$ cat config.mk
export PLATFORM = sky130hd
export DESIGN_NAME = terminal_word_assembler_core
export DESIGN_NICKNAME = d
export VERILOG_FILES = /design/src/design/twa_pkg.sv /design/src/design/terminal_word_assembler_core.sv /design/src/design/twa_front.sv /design/src/design/twa_queue.sv /design/src/design/twa_back.sv
export SDC_FILE = /design/constraint.sdc
export NUM_CORES = 1
export LEC_CHECK = 0
export BUFFER_PORTS_ARGS = -buffer_cell sky130_fd_sc_hd__buf_2
export CAP_MARGIN = 0
export CORE_UTILIZATION = 55
export CTS_CLUSTER_DIAMETER = 50
export DETAILED_ROUTE_END_ITERATION = 8
export PLACE_DENSITY = 0.82
export REMOVE_ABC_BUFFERS = 1
export SYNTH_ARGS = -nofsm -noshare
export SYNTH_HDL_FRONTEND = slang
export SYNTH_HIERARCHICAL = 1
export SYNTH_SLANG_ARGS = --single-unit
$ cat constraint.sdc
create_clock -name clk -period 6.2 [get_ports clk]
set_input_delay 0.62 -clock clk [delete_from_list [all_inputs] [get_ports clk]]
set_output_delay 0.62 -clock clk [all_outputs]
set_load 0.01 [all_outputs]
$ cat src/design/twa_pkg.sv
`timescale 1ns / 1ps
`default_nettype none

package twa_pkg;

    typedef enum logic [1:0] {
        MODE_AUTO   = 2'd0,
        MODE_FRAMED = 2'd1,
        MODE_TEXT   = 2'd2
    } mode_t;

    typedef enum logic [1:0] {
        PH_IDLE = 2'd0,
        PH_HIGH = 2'd1,
        PH_MID  = 2'd2
    } phase_t;

    typedef enum logic [1:0] {
        PFX_NONE = 2'd0,
        PFX_ESC  = 2'd1,
        PFX_IAC  = 2'd2
    } prefix_t;

    localparam logic [6:0]  ESC_CODE   = 7'o033;
    localparam logic [7:0]  IAC_CODE   = 8'o377;
    localparam logic [19:0] DELAY_WORD = 20'h80000;
    localparam logic [11:0] ESC_HIGH   = 12'h01B;
    localparam int          QDEPTH     = 2;
    localparam int          QPTR_W     = $clog2(QDEPTH);

    // One queue entry: a single byte, or the three held bytes of a format probe.
    typedef struct packed {
        logic            replay;
        logic            framed;
        logic [2:0][7:0] bytes;
    } q_entry_t;

    typedef struct packed {
        logic    push;
        q_entry_t entry;
    } q_push_t;

    typedef struct packed {
        phase_t     phase;
        logic [6:0] high;
        logic [5:0] mid;
        prefix_t    prefix;
    } feed_st_t;

    typedef struct packed {
        feed_st_t    st;
        logic        hit;
        logic [19:0] word;
    } feed_res_t;

    function automatic mode_t mode_of(logic [1:0] sel);
        mode_t m;
        case (sel)
            MODE_FRAMED: m = MODE_FRAMED;
            MODE_TEXT:   m = MODE_TEXT;
            default:     m = MODE_AUTO;
        endcase
        return m;
    endfunction

    function automatic feed_res_t twa_feed(feed_st_t st, logic framed, logic [7:0] b);
        feed_res_t  r;
        logic [6:0] c;
        r      = '0;
        r.st   = st;
        c      = b[6:0];
        if (framed) begin
            case (st.phase)
                PH_HIGH:
                begin
                    if (b[7:6] == 2'b10) begin
                        r.st.mid   = b[5:0];
                        r.st.phase = PH_MID;
                    end else if (!b[7]) begin
                        r.st.high = c;
                    end else begin
                        r.st.phase = PH_IDLE;
                    end
                end
                PH_MID:
                begin
                    if (b[7:6] == 2'b11) begin
                        r.hit      = 1'b1;
                        r.word     = {1'b0, st.high, st.mid, b[5:0]};
                        r.st.phase = PH_IDLE;
                    end else if (!b[7]) begin
                        r.st.high  = c;
                        r.st.phase = PH_HIGH;
                    end else begin
                        r.st.phase = PH_IDLE;
                    end
                end
                default:
                begin
                    if (!b[7]) begin
                        r.st.high  = c;
                        r.st.phase = PH_HIGH;
                    end else begin
                        r.st.phase = PH_IDLE;
                    end
                end
            endcase
        end else begin
            if (st.prefix == PFX_NONE && b == IAC_CODE) begin
                r.st.prefix = PFX_IAC;
            end else if (c == ESC_CODE) begin
                r.st.prefix = PFX_ESC;
            end else if (st.prefix == PFX_ESC) begin
                r.st.prefix = PFX_NONE;
                r.hit       = 1'b1;
                r.word      = {ESC_HIGH, 1'b0, c};
            end else begin
                r.st.prefix = PFX_NONE;
                r.hit       = 1'b1;
                r.word      = (c == 7'd0) ? DELAY_WORD : {13'd0, c};
            end
        end
        return r;
    endfunction

endpackage

`default_nettype wire

$ cat src/design/terminal_word_assembler_core.sv
`timescale 1ns / 1ps
`default_nettype none

// Path: an accepted byte is written into the queue, then decoded into the output
// slot registers, from which its first word is shown. Throughput: one byte per cycle
// while in_stall is low; a format probe releases its held three bytes as up to three
// words on consecutive cycles, paced by the one-word output port.
// A two-entry queue separates byte intake from decoding, so each side stalls alone.
// Reset (rst_n low, asynchronous) selects auto-detect and clears all progress.

module terminal_word_assembler_core
(
    input  wire         clk,
    input  wire         rst_n,
    input  wire         cfg_valid,
    output logic        cfg_ready,
    input  wire  [1:0]  cfg_data,
    input  wire         in_valid,
    output logic        in_stall,
    input  wire  [7:0]  data_byte,
    output logic        out_valid,
    input  wire         out_stall,
    output logic [19:0] word,
    output logic        last_of_run
);

    twa_pkg::q_push_t  q_push;
    twa_pkg::q_entry_t q_head;
    logic              q_full, q_valid, q_pop;
    logic              cfg_wr;

    assign cfg_ready = 1'b1;
    assign cfg_wr    = cfg_valid;

    twa_front u_front
    (
        .clk       (clk),
        .rst_n     (rst_n),
        .cfg_wr    (cfg_wr),
        .cfg_data  (cfg_data),
        .in_valid  (in_valid),
        .q_full    (q_full),
        .data_byte (data_byte),
        .in_stall  (in_stall),
        .q_push    (q_push)
    );

    twa_queue u_queue
    (
        .clk       (clk),
        .rst_n     (rst_n),
        .q_push    (q_push),
        .pop       (q_pop),
        .full      (q_full),
        .not_empty (q_valid),
        .head      (q_head)
    );

    twa_back u_back
    (
        .clk         (clk),
        .rst_n       (rst_n),
        .cfg_wr      (cfg_wr),
        .q_valid     (q_valid),
        .q_head      (q_head),
        .q_pop       (q_pop),
        .out_stall   (out_stall),
        .out_valid   (out_valid),
        .word        (word),
        .last_of_run (last_of_run)
    );

endmodule

`default_nettype wire

$ cat src/design/twa_front.sv
`timescale 1ns / 1ps
`default_nettype none

module twa_front
(
    input  wire               clk,
    input  wire               rst_n,
    input  wire               cfg_wr,
    input  wire [1:0]         cfg_data,
    input  wire               in_valid,
    input  wire               q_full,
    input  wire [7:0]         data_byte,
    output logic              in_stall,
    output twa_pkg::q_push_t  q_push
);

    twa_pkg::mode_t decided_reg, decided_next;
    logic [1:0]     probe_count_reg, probe_count_next;
    logic [7:0]     probe0_reg, probe0_next;
    logic [7:0]     probe1_reg, probe1_next;
    logic           accept;
    logic           frame_ok;

    assign in_stall = q_full;
    assign accept   = in_valid && !q_full;

    // The third probe byte is the one arriving now; it completes the check.
    assign frame_ok = !probe0_reg[7] && (probe1_reg[7:6] == 2'b10)
                      && (data_byte[7:6] == 2'b11);

    always_comb
    begin
        decided_next     = decided_reg;
        probe_count_next = probe_count_reg;
        probe0_next      = probe0_reg;
        probe1_next      = probe1_reg;
        q_push           = '0;
        if (cfg_wr) begin
            decided_next     = twa_pkg::mode_of(cfg_data);
            probe_count_next = 2'd0;
        end else if (accept) begin
            if (decided_reg == twa_pkg::MODE_AUTO) begin
                if (probe_count_reg == 2'd0) begin
                    probe0_next      = data_byte;
                    probe_count_next = 2'd1;
                end else if (probe_count_reg == 2'd1) begin
                    probe1_next      = data_byte;
                    probe_count_next = 2'd2;
                end else begin
                    probe_count_next     = 2'd0;
                    decided_next         = frame_ok ? twa_pkg::MODE_FRAMED
                                                    : twa_pkg::MODE_TEXT;
                    q_push.push          = 1'b1;
                    q_push.entry.replay  = 1'b1;
                    q_push.entry.framed  = frame_ok;
                    q_push.entry.bytes   = {data_byte, probe1_reg, probe0_reg};
                end
            end else begin
                q_push.push         = 1'b1;
                q_push.entry.replay = 1'b0;
                q_push.entry.framed = (decided_reg == twa_pkg::MODE_FRAMED);
                q_push.entry.bytes  = {16'd0, data_byte};
            end
        end
    end

    always_ff @(posedge clk or negedge rst_n)
    begin
        if (!rst_n) begin
            decided_reg     <= twa_pkg::MODE_AUTO;
            probe_count_reg <= 2'd0;
        end else begin
            decided_reg     <= decided_next;
            probe_count_reg <= probe_count_next;
        end
    end

    always_ff @(posedge clk)
    begin
        probe0_reg <= probe0_next;
        probe1_reg <= probe1_next;
    end

endmodule

`default_nettype wire

$ cat src/design/twa_queue.sv
`timescale 1ns / 1ps
`default_nettype none

module twa_queue
(
    input  wire                clk,
    input  wire                rst_n,
    input  twa_pkg::q_push_t   q_push,
    input  wire                pop,
    output logic               full,
    output logic               not_empty,
    output twa_pkg::q_entry_t  head
);

    localparam int CNT_W = $clog2(twa_pkg::QDEPTH + 1);

    twa_pkg::q_entry_t                mem [twa_pkg::QDEPTH];
    logic [twa_pkg::QPTR_W-1:0]       wr_ptr_reg, wr_ptr_next;
    logic [twa_pkg::QPTR_W-1:0]       rd_ptr_reg, rd_ptr_next;
    logic [CNT_W-1:0]                 count_reg, count_next;
    logic                             do_push, do_pop;

    assign full      = (count_reg == CNT_W'(twa_pkg::QDEPTH));
    assign not_empty = (count_reg != '0);
    assign head      = mem[rd_ptr_reg];
    assign do_push   = q_push.push && !full;
    assign do_pop    = pop && not_empty;

    always_comb
    begin
        wr_ptr_next = wr_ptr_reg;
        rd_ptr_next = rd_ptr_reg;
        count_next  = count_reg;
        if (do_push) begin
            wr_ptr_next = (wr_ptr_reg == twa_pkg::QPTR_W'(twa_pkg::QDEPTH - 1))
                          ? '0 : twa_pkg::QPTR_W'(wr_ptr_reg + 1'b1);
        end
        if (do_pop) begin
            rd_ptr_next = (rd_ptr_reg == twa_pkg::QPTR_W'(twa_pkg::QDEPTH - 1))
                          ? '0 : twa_pkg::QPTR_W'(rd_ptr_reg + 1'b1);
        end
        if (do_push && !do_pop) begin
            count_next = CNT_W'(count_reg + 1'b1);
        end else if (do_pop && !do_push) begin
            count_next = CNT_W'(count_reg - 1'b1);
        end
    end

    always_ff @(posedge clk or negedge rst_n)
    begin
        if (!rst_n) begin
            wr_ptr_reg <= '0;
            rd_ptr_reg <= '0;
            count_reg  <= '0;
        end else begin
            wr_ptr_reg <= wr_ptr_next;
            rd_ptr_reg <= rd_ptr_next;
            count_reg  <= count_next;
        end
    end

    always_ff @(posedge clk)
    begin
        if (do_push) begin
            mem[wr_ptr_reg] <= q_push.entry;
        end
    end

endmodule

`default_nettype wire

$ cat src/design/twa_back.sv
`timescale 1ns / 1ps
`default_nettype none

module twa_back
(
    input  wire                clk,
    input  wire                rst_n,
    input  wire                cfg_wr,
    input  wire                q_valid,
    input  twa_pkg::q_entry_t  q_head,
    output logic               q_pop,
    input  wire                out_stall,
    output logic               out_valid,
    output logic [19:0]        word,
    output logic               last_of_run
);

    twa_pkg::feed_st_t  st_reg, st_next;
    logic [19:0]        slot_reg [3];
    logic [19:0]        slot_next [3];
    logic [1:0]         head_reg, head_next;
    logic [1:0]         cnt_reg, cnt_next;
    twa_pkg::feed_res_t r0, r1, r2;
    logic [2:0]         hits;
    logic [19:0]        words [3];
    logic [1:0]         fill;
    logic               take, drain;

    assign out_valid   = (head_reg != cnt_reg);
    assign last_of_run = (2'(head_reg + 2'd1) == cnt_reg);

    always_comb
    begin
        case (head_reg)
            2'd1:    word = slot_reg[1];
            2'd2:    word = slot_reg[2];
            default: word = slot_reg[0];
        endcase
    end

    assign take  = out_valid && !out_stall;
    assign drain = !out_valid || (take && last_of_run);
    assign q_pop = q_valid && drain;

    // A replayed probe runs all three bytes through the decoder in one pass.
    assign r0 = twa_pkg::twa_feed(st_reg, q_head.framed, q_head.bytes[0]);
    assign r1 = twa_pkg::twa_feed(r0.st, q_head.framed, q_head.bytes[1]);
    assign r2 = twa_pkg::twa_feed(r1.st, q_head.framed, q_head.bytes[2]);

    assign hits     = {r2.hit && q_head.replay, r1.hit && q_head.replay, r0.hit};
    assign words[0] = r0.word;
    assign words[1] = r1.word;
    assign words[2] = r2.word;

    always_comb
    begin
        fill = 2'd0;
        for (int i = 0; i < 3; i++) begin
            slot_next[i] = slot_reg[i];
        end
        for (int i = 0; i < 3; i++) begin
            if (hits[i]) begin
                slot_next[fill] = words[i];
                fill            = 2'(fill + 2'd1);
            end
        end
    end

    always_comb
    begin
        st_next   = st_reg;
        head_next = head_reg;
        cnt_next  = cnt_reg;
        if (cfg_wr) begin
            st_next = '0;
        end else if (q_pop) begin
            st_next   = q_head.replay ? r2.st : r0.st;
            head_next = 2'd0;
            cnt_next  = fill;
        end else if (take) begin
            head_next = 2'(head_reg + 2'd1);
        end
    end

    always_ff @(posedge clk or negedge rst_n)
    begin
        if (!rst_n) begin
            st_reg   <= '0;
            head_reg <= 2'd0;
            cnt_reg  <= 2'd0;
        end else begin
            st_reg   <= st_next;
            head_reg <= head_next;
            cnt_reg  <= cnt_next;
        end
    end

    always_ff @(posedge clk)
    begin
        if (q_pop && !cfg_wr) begin
            for (int i = 0; i < 3; i++) begin
                slot_reg[i] <= slot_next[i];
            end
        end
    end

endmodule

`default_nettype wire

==> impl_results.md <==
- Status: complete, no violations
- Max reg flops: 60
- CP arrival: 4660 ps
- RSZ-0062 raised after global routing: false
- Critical path's largest stage delay: 490 ps
- Vias in the first global route: 6,519
- H-tree depth: 4
- Port buffer count: 37
- CTS root buf: clkbuf_16
- Area grow syn2layout: 9.81%
- CP Max Fanout: 25
- Async set-or-reset flop fraction in the synthesized netlist: 18.5%
- Dpl ws: 1690 ps
- # resized after CTS: 0
- Setup bufs post-CTS: 0
- Reg power frac: 31.9%
- Highest clock rate: 0.220 GHz
- R2r worst-path depth: 15
- Initial Utilization: 56.6%
- Net Sw Frac: 42.5%
- DIE HEIGHT: 130 um
- Clock Power Share: 21.6%
- Setup Crit Path Kind: reg -> reg
- Post-route ant nets: 0
- Synth top area cells: edfxtp_1, dfrtp_1, mux2i_1
- Drt total wl: 23.1 mm
- Drt first pass iters: 7
- Logic pwr share: 46.5%
- I/O pin count: 39
- Slowest CP cell: o41ai_2
- Drt drc: 0
- Hold buffers post-CTS: 0
- CTS Buf Count: 17
- Cells after Synth: 838
- Count leader, synth: edfxtp_1
- Avg Inst Size Synth: 10.8 um2
- Power per cell area: 485 nW/um2
- Area leader, netlist: edfxtp_1
- Tmin final: 4540 ps
- Antenna violations before repair: 0
- CP required: 6320 ps
- Initial DRC count: 871
- Largest net degree at the start of global routing: 46
- Die Wd: 130 um
- Final setup fails: 0
- Ant. Diodes: 0
- Seq/Total Area, Yosys: 50.5%
- Worst skew pair latency: 430 ps
- Yosys synthesis warning count: 6
- Top-area cell type share of the netlist area: 42.5%
- Cell mode on critical path: buf_4
- EDFF count, synth: 128
- Yosys cell types: 81
- Crit path launch type: register
- Global route total overflow: 0
- Leak: 0.00388 uW
- Placer Congestion: 0.998
- Die area: 17,000 um2
- Worst-margin pin slew: 1210 ps
- Reg2reg setup slack: 1660 ps
- Hold Crit Class: in -> async
- Post-layout net count: 881
- Worst flop-to-flop path startpoint: u_queue/rd_ptr_reg$_DFFE_PN0P_
- Fillers: 1,346
- Post-synth top cells: edfxtp_1, nor2_1, nand2_1, a21oi_1, mux2i_1
- Final number of hold-violating endpoints: 0
- Clock slew at reported path FFs: 70 ps
- Clock Skew: 9.88 ps
- Min Hold Slack: 255 ps
- CP cell instances: buf_4 -> mux2_4 -> o22ai_1 -> a31oi_1 -> inv_1 -> ha_1 -> o41ai_2 -> ha_1 -> and4_1 -> buf_4 -> o21a_1 -> and2_1 -> nand2_2 -> nor3_2 -> buf_4
- Pint: 2770 uW
- Vias per cell: 6.47
- TNS Setup: 0 ps
- Max VDD drop: 0.308 mV
- Tcrit/Tclk final: 73.2%
- Relative slew slack: 19.4%
- Setup WS post-layout: 1660 ps
- Seq cells post-synth: 157
- Max cap viols: 0
- Site Rows: 46
- TritonCTS Sinks: 157
- Final Slew Violations: 0
- Core area: 16,000 um2
- Power Total: 4820 uW
- Post-detail-place hpwl: 15.8 mm
- Net switching power: 2050 uW
- Vias post-DR: 7,011
- CTS tree: yes
- First-pass GRT wire length: 35.9 mm
- Avg WL per Cell: 21.3 um
- Clk buf depth: 2
- Fraction of layout cells with a size suffix above 1: 16.1%
- Ys flop type: edfxtp_1
- Global-route usage over all layers: 28.6%
- Synth Cell Area: 9050 um2
- Critical Path Source: u_queue/rd_ptr_reg$_DFFE_PN0P_
- Critical path capture point type: register
placed cells by master (no fill, tap or decap), types with 7 or more instances in the layout:
cell         n
mux2_4      19
a21o_1       7
a21oi_1     63
ha_1        12
xnor2_1      7
nor3_1      10
o21ai_0     47
edfxtp_1   128
a21boi_1     9
o211ai_1     8
buf_2       37
a22o_1      10
buf_4       15
nand2_1     66
clkbuf_16   17
mux2_2      11
a211oi_1     8
o22ai_1     10
nand3_1      7
nand2b_1     8
and2_1      18
inv_1       24
a221oi_1    10
a22oi_1     28
mux2i_1     48
dfrtp_1     29
nor2_1      79
critical path: cells and delay by family, from the launching register on:
kind | cells | cell delay [ps]
adder cells (fa/ha/maj) | 2 | 520
buffers and inverters | 4 | 1090
AND/OR/NAND/NOR | 4 | 830
multiplexers | 1 | 370
AO/OA/AOI/OAI | 4 | 980
flip-flops | 1 | 400
routing by layer:
layer / routed length [um] / vias to the layer above / global-route usage (%)
li1: - / 3197 / -
met1: 9590 / 3334 / 38.3
met3: 2060 / 64 / 5.66
met4: 705 / 0 / 11.6
met2: 10700 / 416 / 45.7
met5: 0 / - / 0
final timing paths:
path | to
worst max-delay path | u_back/slot_reg[0][41]$_DFFE_PP_
worst min-delay path | u_queue/rd_ptr_reg$_DFFE_PN0P_
worst max register to register | u_back/slot_reg[0][41]$_DFFE_PP_
worst min register to register | u_queue/count_reg[1]$_DFFE_PN0P_
max in group asynchronous | u_back/st_reg[10]$_DFFE_PN0P_
min in group clk | u_front/probe1_reg[5]$_DFFE_PP_
logic make-up (layout without fill, tap and decap cells):
group | after synthesis | after routing | synth area share, %
other cells | 1 | 1 | 0.0414
compound gates | 252 | 252 | 18.8
buf+inv | 84 | 113 | 4.66
flops | 157 | 157 | 50.5
xor+xnor | 9 | 9 | 0.871
mux | 81 | 81 | 10.2
fa+ha+maj | 12 | 12 | 1.66
simple gates | 242 | 242 | 13.3
final cells by class:
| class | count | area (um2) | area share, % |
|---|---|---|---|
| flip-flops and latches | 157 | 4570 | 46.0 |
| multi-input cells | 597 | 4080 | 41.1 |
| clock buffers | 17 | 425 | 4.28 |
| repair buffers | 52 | 298 | 3.00 |
| well taps | 216 | 270 | 2.72 |
| clock inverters | 15 | 185 | 1.86 |
| inverters | 29 | 110 | 1.11 |
metrics by stage:
stage          instance area, um2  utilization (%)  instances
2_1_floorplan                8740                -        783
3_5_place_dp                 9330             58.3       1051
4_1_cts                      9940             62.1       1083
5_1_grt                      9940             62.1       1083
3_3_place_gp                 9330             58.3       1051
6_report                     9940             62.1       1083
power groups by stage:
stage               clock network, uW  registers [uW]  logic [uW]
detailed placement                  0            1560        2210
global placement                    0            1550        2180
global route                     1090            1560        2440
finish                           1040            1540        2240
floorplan                           0            1550        1500
CTS                              1050            1540        2220
No activity file was read; power rests on OpenSTA's default activity.
